===== src/design/saoe_pkg.sv =====
// ----------------------------------------------------------------------------
// saoe_pkg
// Types, constants and helpers of the stack allocator offset engine.
// ----------------------------------------------------------------------------
package saoe_pkg;

    localparam int BUFFER_BYTES_DEF = 4096;
    localparam int HEADER_BYTES_DEF = 8;
    localparam int ADDRESS_BITS_DEF = 32;

    localparam int SIZE_W         = 13;
    localparam int ALIGN_W        = 4;
    localparam int LG_W           = 3;
    localparam int MAX_ALIGN_LOG2 = 7;
    localparam int PAD_W          = 9;
    localparam int PAD_STORE_W    = 8;
    localparam int CFG_DATA_W     = 32;
    localparam int CFG_IDX_W      = 1;

    localparam logic [CFG_IDX_W-1:0] CFG_BASE_ADDRESS  = 1'b0;
    localparam logic [CFG_IDX_W-1:0] CFG_BUFFER_LENGTH = 1'b1;

    localparam logic [SIZE_W-1:0] BUFFER_LENGTH_RST = 13'd4096;

    typedef enum logic [1:0] {
        OP_ALLOC    = 2'd0,
        OP_FREE     = 2'd1,
        OP_RESIZE   = 2'd2,
        OP_FREE_ALL = 2'd3
    } op_t;

    typedef enum logic [1:0] {
        ST_OK            = 2'd0,
        ST_NO_SPACE      = 2'd1,
        ST_OUT_OF_BOUNDS = 2'd2,
        ST_OUT_OF_ORDER  = 2'd3
    } status_t;

    typedef struct packed {
        logic ptr_null;
        logic ge_base;
        logic off_le_buf;
        logic hdr_ok;
    } req_flags_t;

    // Alignment of two pointers, rounded down to a power of two and capped.
    function automatic logic [LG_W-1:0] default_align_log2(input int address_bits);
        int bytes;
        int lg;
        bytes = 2 * address_bits / 8;
        lg = 0;
        for (int i = 0; i < MAX_ALIGN_LOG2; i++) begin
            if ((bytes >> (lg + 1)) != 0) begin
                lg = lg + 1;
            end
        end
        return LG_W'(lg);
    endfunction

endpackage


===== src/design/saoe_exec.sv =====
// ----------------------------------------------------------------------------
// saoe_exec
// Request evaluation: alignment padding, space and bounds checks, order
// checks of free and resize, and the next stack top for one latched request.
// ----------------------------------------------------------------------------
module saoe_exec #(
    parameter int BUFFER_BYTES = 4096,
    parameter int HEADER_BYTES = 8,
    parameter int ADDRESS_BITS = 32,
    parameter int OFF_W        = 13,
    parameter int IDX_W        = 12
) (
    input  saoe_pkg::op_t                     op,
    input  logic [ADDRESS_BITS-1:0]           ptr,
    input  logic [saoe_pkg::SIZE_W-1:0]       size,
    input  logic [saoe_pkg::SIZE_W-1:0]       prev_size,
    input  logic [saoe_pkg::ALIGN_W-1:0]      lg,
    input  logic [OFF_W-1:0]                  off_t,
    input  saoe_pkg::req_flags_t              flags,
    input  logic [saoe_pkg::PAD_STORE_W-1:0]  pad_rd,
    input  logic [OFF_W-1:0]                  top,
    input  logic [ADDRESS_BITS-1:0]           base,
    input  logic [saoe_pkg::SIZE_W-1:0]       blen,
    output logic [OFF_W-1:0]                  top_next,
    output saoe_pkg::status_t                 status,
    output logic [ADDRESS_BITS-1:0]           res_addr,
    output logic [saoe_pkg::SIZE_W-1:0]       copy_len,
    output logic                              wr_en,
    output logic [IDX_W-1:0]                  wr_addr,
    output logic [saoe_pkg::PAD_STORE_W-1:0]  wr_data
);
    import saoe_pkg::*;

    localparam int SUM_W = ((OFF_W > SIZE_W) ? OFF_W : SIZE_W) + 2;
    localparam logic [LG_W-1:0] DEF_LG = default_align_log2(ADDRESS_BITS);

    logic [SUM_W-1:0]          region;
    logic [LG_W-1:0]           lg_cap;
    logic [LG_W-1:0]           lg_e;
    logic [PAD_W-1:0]          align;
    logic [MAX_ALIGN_LOG2-1:0] cur_low;
    logic [PAD_W-1:0]          mod;
    logic [PAD_W-1:0]          pad0;
    logic [PAD_W-1:0]          need;
    logic [PAD_W-1:0]          pad;
    logic [SUM_W-1:0]          newoff;
    logic [SUM_W-1:0]          total;
    logic                      alloc_ok;
    logic                      alloc_wr;
    logic [ADDRESS_BITS-1:0]   alloc_addr;
    logic                      inb;
    logic [PAD_STORE_W-1:0]    pad_use;
    logic [OFF_W-1:0]          free_top;

    assign region = (SUM_W'(blen) > SUM_W'(BUFFER_BYTES)) ? SUM_W'(BUFFER_BYTES)
                                                          : SUM_W'(blen);

    assign lg_cap = (lg > ALIGN_W'(MAX_ALIGN_LOG2)) ? LG_W'(MAX_ALIGN_LOG2) : lg[LG_W-1:0];
    assign lg_e   = (op == OP_RESIZE && flags.ptr_null) ? DEF_LG : lg_cap;
    assign align  = PAD_W'(1) << lg_e;

    assign cur_low = base[MAX_ALIGN_LOG2-1:0] + top[MAX_ALIGN_LOG2-1:0];
    assign mod     = PAD_W'(cur_low) & (align - PAD_W'(1));
    assign pad0    = (mod != '0) ? align - mod : '0;
    assign need    = PAD_W'(HEADER_BYTES) - pad0;

    always_comb begin
        pad = pad0;
        if (pad0 < PAD_W'(HEADER_BYTES)) begin
            pad = pad0 + (((need + align - PAD_W'(1)) >> lg_e) << lg_e);
        end
    end

    assign newoff     = SUM_W'(top) + SUM_W'(pad);
    assign total      = newoff + SUM_W'(size);
    assign alloc_ok   = (total <= region);
    assign alloc_wr   = alloc_ok && (newoff >= SUM_W'(HEADER_BYTES));
    assign alloc_addr = base + ADDRESS_BITS'(newoff);

    assign inb      = flags.ge_base && flags.off_le_buf && (SUM_W'(off_t) <= region);
    assign pad_use  = flags.hdr_ok ? pad_rd : '0;
    assign free_top = (SUM_W'(pad_use) <= SUM_W'(off_t))
                    ? OFF_W'(SUM_W'(off_t) - SUM_W'(pad_use)) : '0;

    assign wr_addr = IDX_W'(newoff - SUM_W'(HEADER_BYTES));
    assign wr_data = pad[PAD_STORE_W-1:0];

    always_comb begin
        logic do_alloc;
        logic do_free;
        do_alloc = 1'b0;
        do_free  = 1'b0;
        status   = ST_OK;
        res_addr = '0;
        copy_len = '0;
        top_next = top;
        wr_en    = 1'b0;

        case (op)
            OP_ALLOC: begin
                do_alloc = 1'b1;
            end
            OP_FREE: begin
                do_free = 1'b1;
            end
            OP_RESIZE: begin
                if (flags.ptr_null) begin
                    do_alloc = 1'b1;
                end else if (size == '0) begin
                    do_free = 1'b1;
                end else if (prev_size == size) begin
                    res_addr = ptr;
                end else if (!inb) begin
                    status = ST_OUT_OF_BOUNDS;
                end else if (off_t > top) begin
                    status = ST_OUT_OF_ORDER;
                end else begin
                    do_alloc = 1'b1;
                    if (alloc_ok) begin
                        copy_len = (prev_size < size) ? prev_size : size;
                    end
                end
            end
            OP_FREE_ALL: begin
                top_next = '0;
            end
            default: begin
                top_next = top;
            end
        endcase

        if (do_alloc) begin
            if (alloc_ok) begin
                top_next = OFF_W'(total);
                res_addr = alloc_addr;
                wr_en    = alloc_wr;
            end else begin
                status = ST_NO_SPACE;
            end
        end

        if (do_free && !flags.ptr_null) begin
            if (!inb) begin
                status = ST_OUT_OF_BOUNDS;
            end else if (off_t >= top) begin
                status = ST_OUT_OF_ORDER;
            end else begin
                top_next = free_top;
            end
        end
    end

endmodule


===== config.mk =====
export PLATFORM = sky130hd
export DESIGN_NAME = saoe_exec
export DESIGN_NICKNAME = d
export VERILOG_FILES = /design/src/design/saoe_pkg.sv /design/src/design/saoe_exec.sv
export SDC_FILE = /design/constraint.sdc
export NUM_CORES = 1
export LEC_CHECK = 0
export ABC_AREA = 1
export BUFFER_PORTS_ARGS = -buffer_cell sky130_fd_sc_hd__buf_2
export CORE_ASPECT_RATIO = 0.7
export CORE_MARGIN = 4
export CORE_UTILIZATION = 30
export DETAILED_ROUTE_END_ITERATION = 7
export SLEW_MARGIN = 10
export SYNTH_ARGS = -nofsm -noshare
export SYNTH_HDL_FRONTEND = slang
export SYNTH_SLANG_ARGS = --single-unit
export TNS_END_PERCENT = 20

===== constraint.sdc =====
create_clock -name vclk -period 28.9
set_input_delay 1.445 -clock vclk [all_inputs]
set_output_delay 1.445 -clock vclk [all_outputs]
set_load 0.05 [all_outputs]

==> results.md <==
- Outcome: finished clean
- Antenna violations before repair: 3
- GPL Wtd Cong: 0.983
- Synth top cells by count: nand2_1, inv_1, ha_1, nand3_1, a21oi_1
- HPWL after detailed placement: about 27,000 um
- Max VDD drop: 0.0471 mV
- Cell taking the most area after synthesis: ha_1
- DR vias/cell: 5.10
- Mapped Cells: between 1,000 and 1,500
- Routed wire length: between 20,000 and 30,000 um
- Leakage: 0.00499 uW
- Via count: 9,086
- Vias in the first global route: 8,191
- Hold Vio Cnt, Final: 0
- Drt pass-1 iters: 7
- Final layout net count: 1,753
- RSZ-0062 raised after global routing: no
- Post-DR wirelength/cell: 16.8 um
- Top cells by area, synth: ha_1, nand2_1, nand3_1, inv_1, a21oi_1
- Die span in x: 195 um
- Post-Syn Area per Cell: 5.84 um^2
- GRT overflow: 0
- Core Box Area: between 20,000 and 25,000 um^2
- Setup TNS: 0 ps
- Worst endpoint required time: 27,450 ps
- Critical Path Fanout Max: 69
- Worst hold path type: in -> out
- Slew Viols, Final: 0
- DIE HEIGHT: between 100 and 150 um
- Cell with the most instances after synthesis: nand2_1
- Met3 usage: 3.23%
- Min Tclk post-route: 15,620 ps
- CP endpoint kind: output pin
- Residual DRC: 0
- Port Buffers: 228
- Worst path top cell family by delay: simple AND/OR/NAND/NOR gates
- Num sequential: 0
- Power density over the cells: between 70 and 80 nW/um^2
- Register Area: 0 um^2
- CP max stage delay: 650 ps
- Final Cell Area: 8790 um^2
- Met2 usage: ~30%
- WS Path Type: in -> out
- Routed Antenna Nets: 0
- Share of layout cells above drive strength 1: between 10% and 20%
- Final setup vio count: 0
- Initial core utilization: approximately 31%
- Power, Total: 656 uW
- Final Cycle Share: 54.1%
- Max Clk Rate: 0.0640 GHz
- Actual slew at the worst max-slew pin: 1180 ps
- Layer with the highest usage: met1
- Syn_nets: roughly 1,500
- Total of max-cap violations: 0
- Die area: roughly 27,000 um^2
- Post-CTS sizing: 0
- Pin count of the biggest net entering global routing: 70
- Relative max-transition margin: 20.9%
- Arrival time worst endpoint: 14,180 ps
- Crit path buf inv count: 9
- Clock buffer cells: 0
- Yosys warning count: 0
- Startpoint types: primary input
- Final core occ: 36.8%
- Postcts setup bufs: 0
- Synth unique cells: 50
- GRT Overall Usage: a little over 20%
- Most common cell on crit path: nand2_1
- IO Pins: approximately 230
- Met1 Resource Use GR: 31.9%
- Worst path slowest cell: nand2_2
- # hold bufs at CTS: 0
- DRT iter0 DRCs: 761
- Synth top area share: 23.0%
- Global-route wire length before repair: 45,500 um
- Register area share after synthesis: 0%
- FP Rows: 47
- Syn Std Cell Area: between 7000 and 8000 um^2
- Area grow syn2layout: 19.7%
- Fillers: 2,727
- Cell Area, Placed: 8780 um^2
[cells by family after synthesis]
kind of cell / share of synthesized area, %
buffers and inverters: 11.2
AND/OR/NAND/NOR: 37.8
adder cells (fa/ha/maj): 25.2
XOR/XNOR: 8.71
multiplexers: 0.136
AO/OA/AOI/OAI: 17.0
[stage by stage]
stage	cells	hold slack (ps)	worst slack, ps
floorplan	1257	3170	14390
global placement	1779	3290	13550
detailed placement	1779	3300	13380
CTS	1779	3300	13340
global route	1781	3310	12360
finish	1782	3300	13280
[routing by layer]
metal / vias up / routed length [um]
met1: 4004 / 14900
met2: 404 / 11800
met5: - / 19
met3: 34 / 2710
li1: 4642 / -
met4: 2 / 538
[layout by cell type, fill, tap and decap left out, types with 12 or more instances in the layout]
| master | instances |
|---|---|
| xor2_1 | 45 |
| nand2_1 | 278 |
| xnor2_1 | 28 |
| nand3_1 | 134 |
| o21ai_0 | 50 |
| nand4_1 | 28 |
| inv_2 | 12 |
| ha_1 | 135 |
| o21ai_1 | 12 |
| buf_2 | 228 |
| inv_1 | 173 |
| nor3_1 | 18 |
| nor2_1 | 95 |
| a21oi_1 | 104 |
[final timing paths]
check	startpoint	to	slack (ps)	cells after the start
setup / recovery	op[0]	res_addr[16]	13280	64
hold / removal	ptr[17]	res_addr[17]	3300	4
[area by class of cell]
cell class / count / area, um^2 / area share, %
Timing Repair Buffer: 231 / 1160 / 13.2
Tap cell: 318 / 398 / 4.53
Antenna cell: 3 / 7.51 / 0.0854
Multi-Input combinational cell: 1044 / 6520 / 74.2
Inverter: 186 / 698 / 7.94
[report_power, final]
group	switching [uW]	total, uW	internal, uW
sequential	0	0	0
combinational	460	656	197
clock	0	0.0000139	0.0000139
Note: power is estimated with default switching activity, not from simulation.
