<file path="config.mk">
export PLATFORM = sky130hd
export DESIGN_NAME = saoe_intake
export DESIGN_NICKNAME = d
export VERILOG_FILES = /design/src/design/saoe_pkg.sv /design/src/design/saoe_intake.sv
export SDC_FILE = /design/constraint.sdc
export NUM_CORES = 1
export LEC_CHECK = 0
export ABC_AREA = 1
export BUFFER_PORTS_ARGS = -buffer_cell sky130_fd_sc_hd__buf_4
export CAP_MARGIN = 20
export CORE_MARGIN = 4
export CORE_UTILIZATION = 30
export DETAILED_ROUTE_END_ITERATION = 10
export GPL_ROUTABILITY_DRIVEN = 0
export PLACE_DENSITY_LB_ADDON = 0.3
export SYNTH_ARGS = -nofsm -noshare
export SYNTH_HDL_FRONTEND = slang
export SYNTH_SLANG_ARGS = --single-unit
</file>
<file path="constraint.sdc">
create_clock -name aclk -period 5.5 [get_ports aclk]
set_input_delay 0.825 -clock aclk [delete_from_list [all_inputs] [get_ports aclk]]
set_output_delay 0.825 -clock aclk [all_outputs]
set_load 0.005 [all_outputs]
</file>
<file path="src/design/saoe_pkg.sv">
// ----------------------------------------------------------------------------
// saoe_pkg
// Types, constants and helpers of the stack allocator offset engine.
// ----------------------------------------------------------------------------
package saoe_pkg;

    localparam int BUFFER_BYTES_DEF = 4096;
    localparam int HEADER_BYTES_DEF = 8;
    localparam int ADDRESS_BITS_DEF = 32;

    localparam int SIZE_W         = 13;
    localparam int ALIGN_W        = 4;
    localparam int LG_W           = 3;
    localparam int MAX_ALIGN_LOG2 = 7;
    localparam int PAD_W          = 9;
    localparam int PAD_STORE_W    = 8;
    localparam int CFG_DATA_W     = 32;
    localparam int CFG_IDX_W      = 1;

    localparam logic [CFG_IDX_W-1:0] CFG_BASE_ADDRESS  = 1'b0;
    localparam logic [CFG_IDX_W-1:0] CFG_BUFFER_LENGTH = 1'b1;

    localparam logic [SIZE_W-1:0] BUFFER_LENGTH_RST = 13'd4096;

    typedef enum logic [1:0] {
        OP_ALLOC    = 2'd0,
        OP_FREE     = 2'd1,
        OP_RESIZE   = 2'd2,
        OP_FREE_ALL = 2'd3
    } op_t;

    typedef enum logic [1:0] {
        ST_OK            = 2'd0,
        ST_NO_SPACE      = 2'd1,
        ST_OUT_OF_BOUNDS = 2'd2,
        ST_OUT_OF_ORDER  = 2'd3
    } status_t;

    typedef struct packed {
        logic ptr_null;
        logic ge_base;
        logic off_le_buf;
        logic hdr_ok;
    } req_flags_t;

    // Alignment of two pointers, rounded down to a power of two and capped.
    function automatic logic [LG_W-1:0] default_align_log2(input int address_bits);
        int bytes;
        int lg;
        bytes = 2 * address_bits / 8;
        lg = 0;
        for (int i = 0; i < MAX_ALIGN_LOG2; i++) begin
            if ((bytes >> (lg + 1)) != 0) begin
                lg = lg + 1;
            end
        end
        return LG_W'(lg);
    endfunction

endpackage

</file>
<file path="src/design/saoe_intake.sv">
// ----------------------------------------------------------------------------
// saoe_intake
// Request register: latches a request, derives its region offset and issues
// the header read of the padding memory, with forwarding of a same-cycle write.
// ----------------------------------------------------------------------------
module saoe_intake #(
    parameter int BUFFER_BYTES = 4096,
    parameter int HEADER_BYTES = 8,
    parameter int ADDRESS_BITS = 32,
    parameter int S_W          = 64,
    parameter int OFF_W        = 13,
    parameter int IDX_W        = 12
) (
    input  logic                              aclk,
    input  logic                              aresetn,
    input  logic                              accept,
    input  logic                              fire,
    input  logic [S_W-1:0]                    s_tdata,
    input  logic [1:0]                        s_tuser,
    input  logic [ADDRESS_BITS-1:0]           base,
    input  logic                              wr_en,
    input  logic [IDX_W-1:0]                  wr_addr,
    input  logic [saoe_pkg::PAD_STORE_W-1:0]  wr_data,
    input  logic [saoe_pkg::PAD_STORE_W-1:0]  ram_rdata,
    output logic                              valid,
    output saoe_pkg::op_t                     op,
    output logic [ADDRESS_BITS-1:0]           ptr,
    output logic [saoe_pkg::SIZE_W-1:0]       size,
    output logic [saoe_pkg::SIZE_W-1:0]       prev_size,
    output logic [saoe_pkg::ALIGN_W-1:0]      lg,
    output logic [OFF_W-1:0]                  off_t,
    output saoe_pkg::req_flags_t              flags,
    output logic [saoe_pkg::PAD_STORE_W-1:0]  pad,
    output logic                              rd_en,
    output logic [IDX_W-1:0]                  rd_addr
);
    import saoe_pkg::*;

    localparam int WIDE_W = (ADDRESS_BITS > OFF_W + 1) ? ADDRESS_BITS : OFF_W + 1;

    logic [ADDRESS_BITS-1:0] in_addr;
    logic [ADDRESS_BITS-1:0] off_full;
    logic [OFF_W-1:0]        in_off;
    req_flags_t              in_flags;

    logic                    valid_reg, valid_next;
    op_t                     op_reg;
    logic [ADDRESS_BITS-1:0] ptr_reg;
    logic [SIZE_W-1:0]       size_reg;
    logic [SIZE_W-1:0]       prev_size_reg;
    logic [ALIGN_W-1:0]      lg_reg;
    logic [OFF_W-1:0]        off_reg;
    req_flags_t              flags_reg;
    logic                    byp_valid_reg;
    logic [PAD_STORE_W-1:0]  byp_data_reg;

    assign in_addr  = s_tdata[ADDRESS_BITS-1:0];
    assign off_full = in_addr - base;
    assign in_off   = OFF_W'(off_full);

    always_comb begin
        in_flags.ptr_null   = (in_addr == '0);
        in_flags.ge_base    = (in_addr >= base);
        in_flags.off_le_buf = (WIDE_W'(off_full) <= WIDE_W'(BUFFER_BYTES));
        in_flags.hdr_ok     = (in_off >= OFF_W'(HEADER_BYTES));
    end

    assign rd_en   = accept;
    assign rd_addr = IDX_W'(in_off - OFF_W'(HEADER_BYTES));

    always_comb begin
        valid_next = valid_reg;
        if (accept) begin
            valid_next = 1'b1;
        end else if (fire) begin
            valid_next = 1'b0;
        end
    end

    always_ff @(posedge aclk) begin
        if (!aresetn) begin
            valid_reg <= 1'b0;
        end else begin
            valid_reg <= valid_next;
        end
    end

    always_ff @(posedge aclk) begin
        if (accept) begin
            op_reg        <= op_t'(s_tuser);
            ptr_reg       <= in_addr;
            size_reg      <= s_tdata[ADDRESS_BITS+SIZE_W-1:ADDRESS_BITS];
            prev_size_reg <= s_tdata[ADDRESS_BITS+2*SIZE_W-1:ADDRESS_BITS+SIZE_W];
            lg_reg        <= s_tdata[ADDRESS_BITS+2*SIZE_W+ALIGN_W-1:ADDRESS_BITS+2*SIZE_W];
            off_reg       <= in_off;
            flags_reg     <= in_flags;
            byp_valid_reg <= wr_en && (wr_addr == rd_addr);
            byp_data_reg  <= wr_data;
        end
    end

    assign valid     = valid_reg;
    assign op        = op_reg;
    assign ptr       = ptr_reg;
    assign size      = size_reg;
    assign prev_size = prev_size_reg;
    assign lg        = lg_reg;
    assign off_t     = off_reg;
    assign flags     = flags_reg;
    assign pad       = byp_valid_reg ? byp_data_reg : ram_rdata;

endmodule

</file>
==> flow_summary_export.csv <==
group,metric,value,unit
status,outcome,"finished, final reports clean",
place,pre_cts_ws,1620,ps
timing,final.min_clock_period,3900,ps
synthesis,synth_seq_cells,91,
synthesis,synth.area.top_cells,"edfxtp_1 44%, nand2_1 16%, inv_1 9.4%",
critical_path,required,4680,ps
synthesis,syn_area,6200,um^2
floorplanning,rows,52,
min_path,holdPathStages,3,
critical_path,cp-end-kind,"primary output",
clocking,cts_tree,"yes",
global_routing,antenna_found_initial,0,
route,via_per_inst,4.49,
route,wirelength,18900,um
global_routing,grtUsageTotal,0.161,
synthesis,synthCells,804,
critical_path,cpPeakStageDelay,390,ps
finish,n_antenna_cell,0,
critical_path,r2r_cells,3,
pwr,power_density,248,nW/um^2
clocking,hold_buffers,0,
floorplanning,initial_core_util,0.305,
timing,tns,0,ps
critical_path,critPathArrivalTime,3080,ps
finish,fin_nets,1207,
finish,drive_gt1_frac,0.276,
floorplanning,pin_count,234,
global_routing,grt_pass1_vias,5522,
route,drtIter0Drc,215,
timing,rsz0062_at_grt,"no",
clocking,htree_levels,3,
min_path,hold_class,"flip-flop to flip-flop",
finish,fill_cells,2129,
timing,finalHoldViolCount,0,
synthesis,synth_top_area_share,0.436,
pwr,peakVddDrop,0.000143,V
clocking,path_clk_slew,70,ps
global_routing,grt_max_degree,66,
timing,setup_viol,0,
timing,finalMaxSlewViolations,0,
clocking,clock-sinks,91,
critical_path,critPathMaxFanout,4,
timing,fin_crit_sh,0.709,
global_routing,grt_first_pass_wirelength,28800,um
synthesis,synth_warnings,0,
route,firstDrtPassIters,4,
synthesis,synth_nets,970,
synthesis,yosysUniqueCellTypes,33,
global_routing,overflow,0,
synthesis,synth.avg_cell_area,7.71,um^2
timing,worst_clock_skew,0,ps
clocking,clk_latency,340,ps
finish,post-route-util,0.421,
synthesis,yosysTopAreaCell,"edfxtp_1",
critical_path,crit_chain,"buf_4 -> inv_1 -> ha_1 -> fa_1 -> inv_1 -> nand2_2 -> nand2_2 -> nand2_1 -> nand2_1 -> nand2_2 -> inv_1 -> ha_1 -> nand3_1 -> nor2_2 -> nand2_1 -> nand2_1 -> nand2_1 -> buf_4",
clocking,clockRootBuffer,"clkbuf_16",
critical_path,critPathLaunchType,"input port",
route,vias,5905,
clocking,numCtsBuffers,9,
floorplanning,core,20300,um^2
critical_path,crit_type,"input port to primary output",
critical_path,crit_buf_inv,5,
place,dp_hpwl,15900,um
timing,tightestPinTransition,880,ps
critical_path,crit_slowest_cell,"fa_1",
finish,syn_to_final_growth,37.7,%
floorplanning,die_h,152,um
finish,largest_reg_flops,32,
critical_path,cp.depth,18,
run,drv.max_cap_violation_count,0,
route,drcViolationCount,0,
finish,stdcell_count,1316,
route,ant_nets,0,
clocking,post_cts_resized,0,
clocking,clk_path_buf_depth,2,
timing,slew_headroom,0.413,
synthesis,yosysSeqAreaShare,0.439,
floorplanning,die_area,23000,um^2
timing,timing.fmax,256,MHz
clocking,cts_setup_buffers,0,
route,wl_per_cell,14.3,um
critical_path,critPathTopFamily,"simple AND/OR/NAND/NOR gates",
timing,timing.final.ws_setup,1600,ps
place,io_buffer_count,231,
floorplanning,die_w,152,um
pwr,leakage,4.36,nW
critical_path,crit_top_cell,"nand2_1",
place,place_inst,1300,
-- layout by cell type (no fill, tap or decap), drive strengths merged --
cell type  netlist  layout
bufinv           0       1
inv            156     158
o21ai           11      11
nand3           67      67
xor2             2       2
xnor2            2       2
nor4b            1       1
a21oi           22      22
nand2          277     277
and2             1       1
nor4             8       8
a211oi           1       1
edfxtp          90      90
nor2            78      78
fa               1       1
buf              5     232
clkinvlp         0       1
o21bai           3       3
a31oi            2       2
nor3             8       8
clkbuf           1      10
dfxtp            1       1
o21a             1       1
nand4           16      16
ha              34      34
nand3b           6       6
a21boi           2       2
clkinv           0       2
mux2             8       8
-- through the flow --
stage / area, um^2 / total power, mW / hold slack, ps
detailed placement: 8240 / 1.50 / 557
global route: 8540 / 2.25 / 620
floorplan: 6200 / 1.20 / 560
finish: 8540 / 2.11 / 573
CTS: 8540 / 2.15 / 574
global placement: 8240 / 1.49 / 552
-- tightest hold or removal path: stages (launching register included) --
cell and delay (ps):
dfxtp_1 330, inv_1 40, nor2_1 70, o21a_1 100
-- worst paths after layout --
kind / startpoint / endpoint / slack [ps]
worst max-delay path: s_tdata[0] / rd_addr[11] / 1600
worst min-delay path: valid$_SDFFE_PN0P_ / valid$_SDFFE_PN0P_ / 570
worst max register to register: valid$_SDFFE_PN0P_ / valid$_SDFFE_PN0P_ / 4860
worst min register to register: valid$_SDFFE_PN0P_ / valid$_SDFFE_PN0P_ / 570
-- metal layers --
metal / global-route usage / wire (um)
met1: 0.198 / 7940
met2: 0.285 / 9000
met3: 0.0393 / 1680
met4: 0.0355 / 238
met5: 0 / 0
-- logic make-up (layout without fill, tap and decap cells) --
family	after synthesis	in the layout	synth area share
AO/OA/AOI/OAI	42	42	0.0402
adder cells (fa/ha/maj)	35	35	0.0718
multiplexers	8	8	0.0145
buffers and inverters	162	404	0.102
XOR/XNOR	4	4	0.00565
flip-flops	91	91	0.439
AND/OR/NAND/NOR	462	462	0.327
-- cell usage after synthesis, drive strengths merged --
library cell	count
a21oi	22
a31oi	2
nand3b	6
o21ai	11
nor4b	1
a21boi	2
fa	1
and2	1
inv	156
a211oi	1
buf	5
nor3	8
xnor2	2
ha	34
o21a	1
dfxtp	1
nand3	67
nor4	8
nor2	78
o21bai	3
edfxtp	90
nand2	277
clkbuf	1
mux2	8
xor2	2
nand4	16
-- area by class of cell --
class                           count  area [um^2]  share of cell area
Sequential cell                    91         2720               0.319
Inverter                          156          586              0.0686
Tap cell                          270          338              0.0396
Multi-Input combinational cell    551         2850               0.334
Clock buffer                       10          229              0.0268
Clock inverter                      6         72.6             0.00850
Timing Repair Buffer              232         1740               0.204
-- power breakdown --
| part | total (mW) | internal (mW) | switching (mW) |
|---|---|---|---|
| sequential | 0.848 | 0.831 | 0.0169 |
| clock | 0.639 | 0.358 | 0.281 |
| combinational | 0.627 | 0.280 | 0.347 |
| total | 2.11 | 1.47 | 0.645 |
No activity file was read; power rests on OpenSTA's default activity.
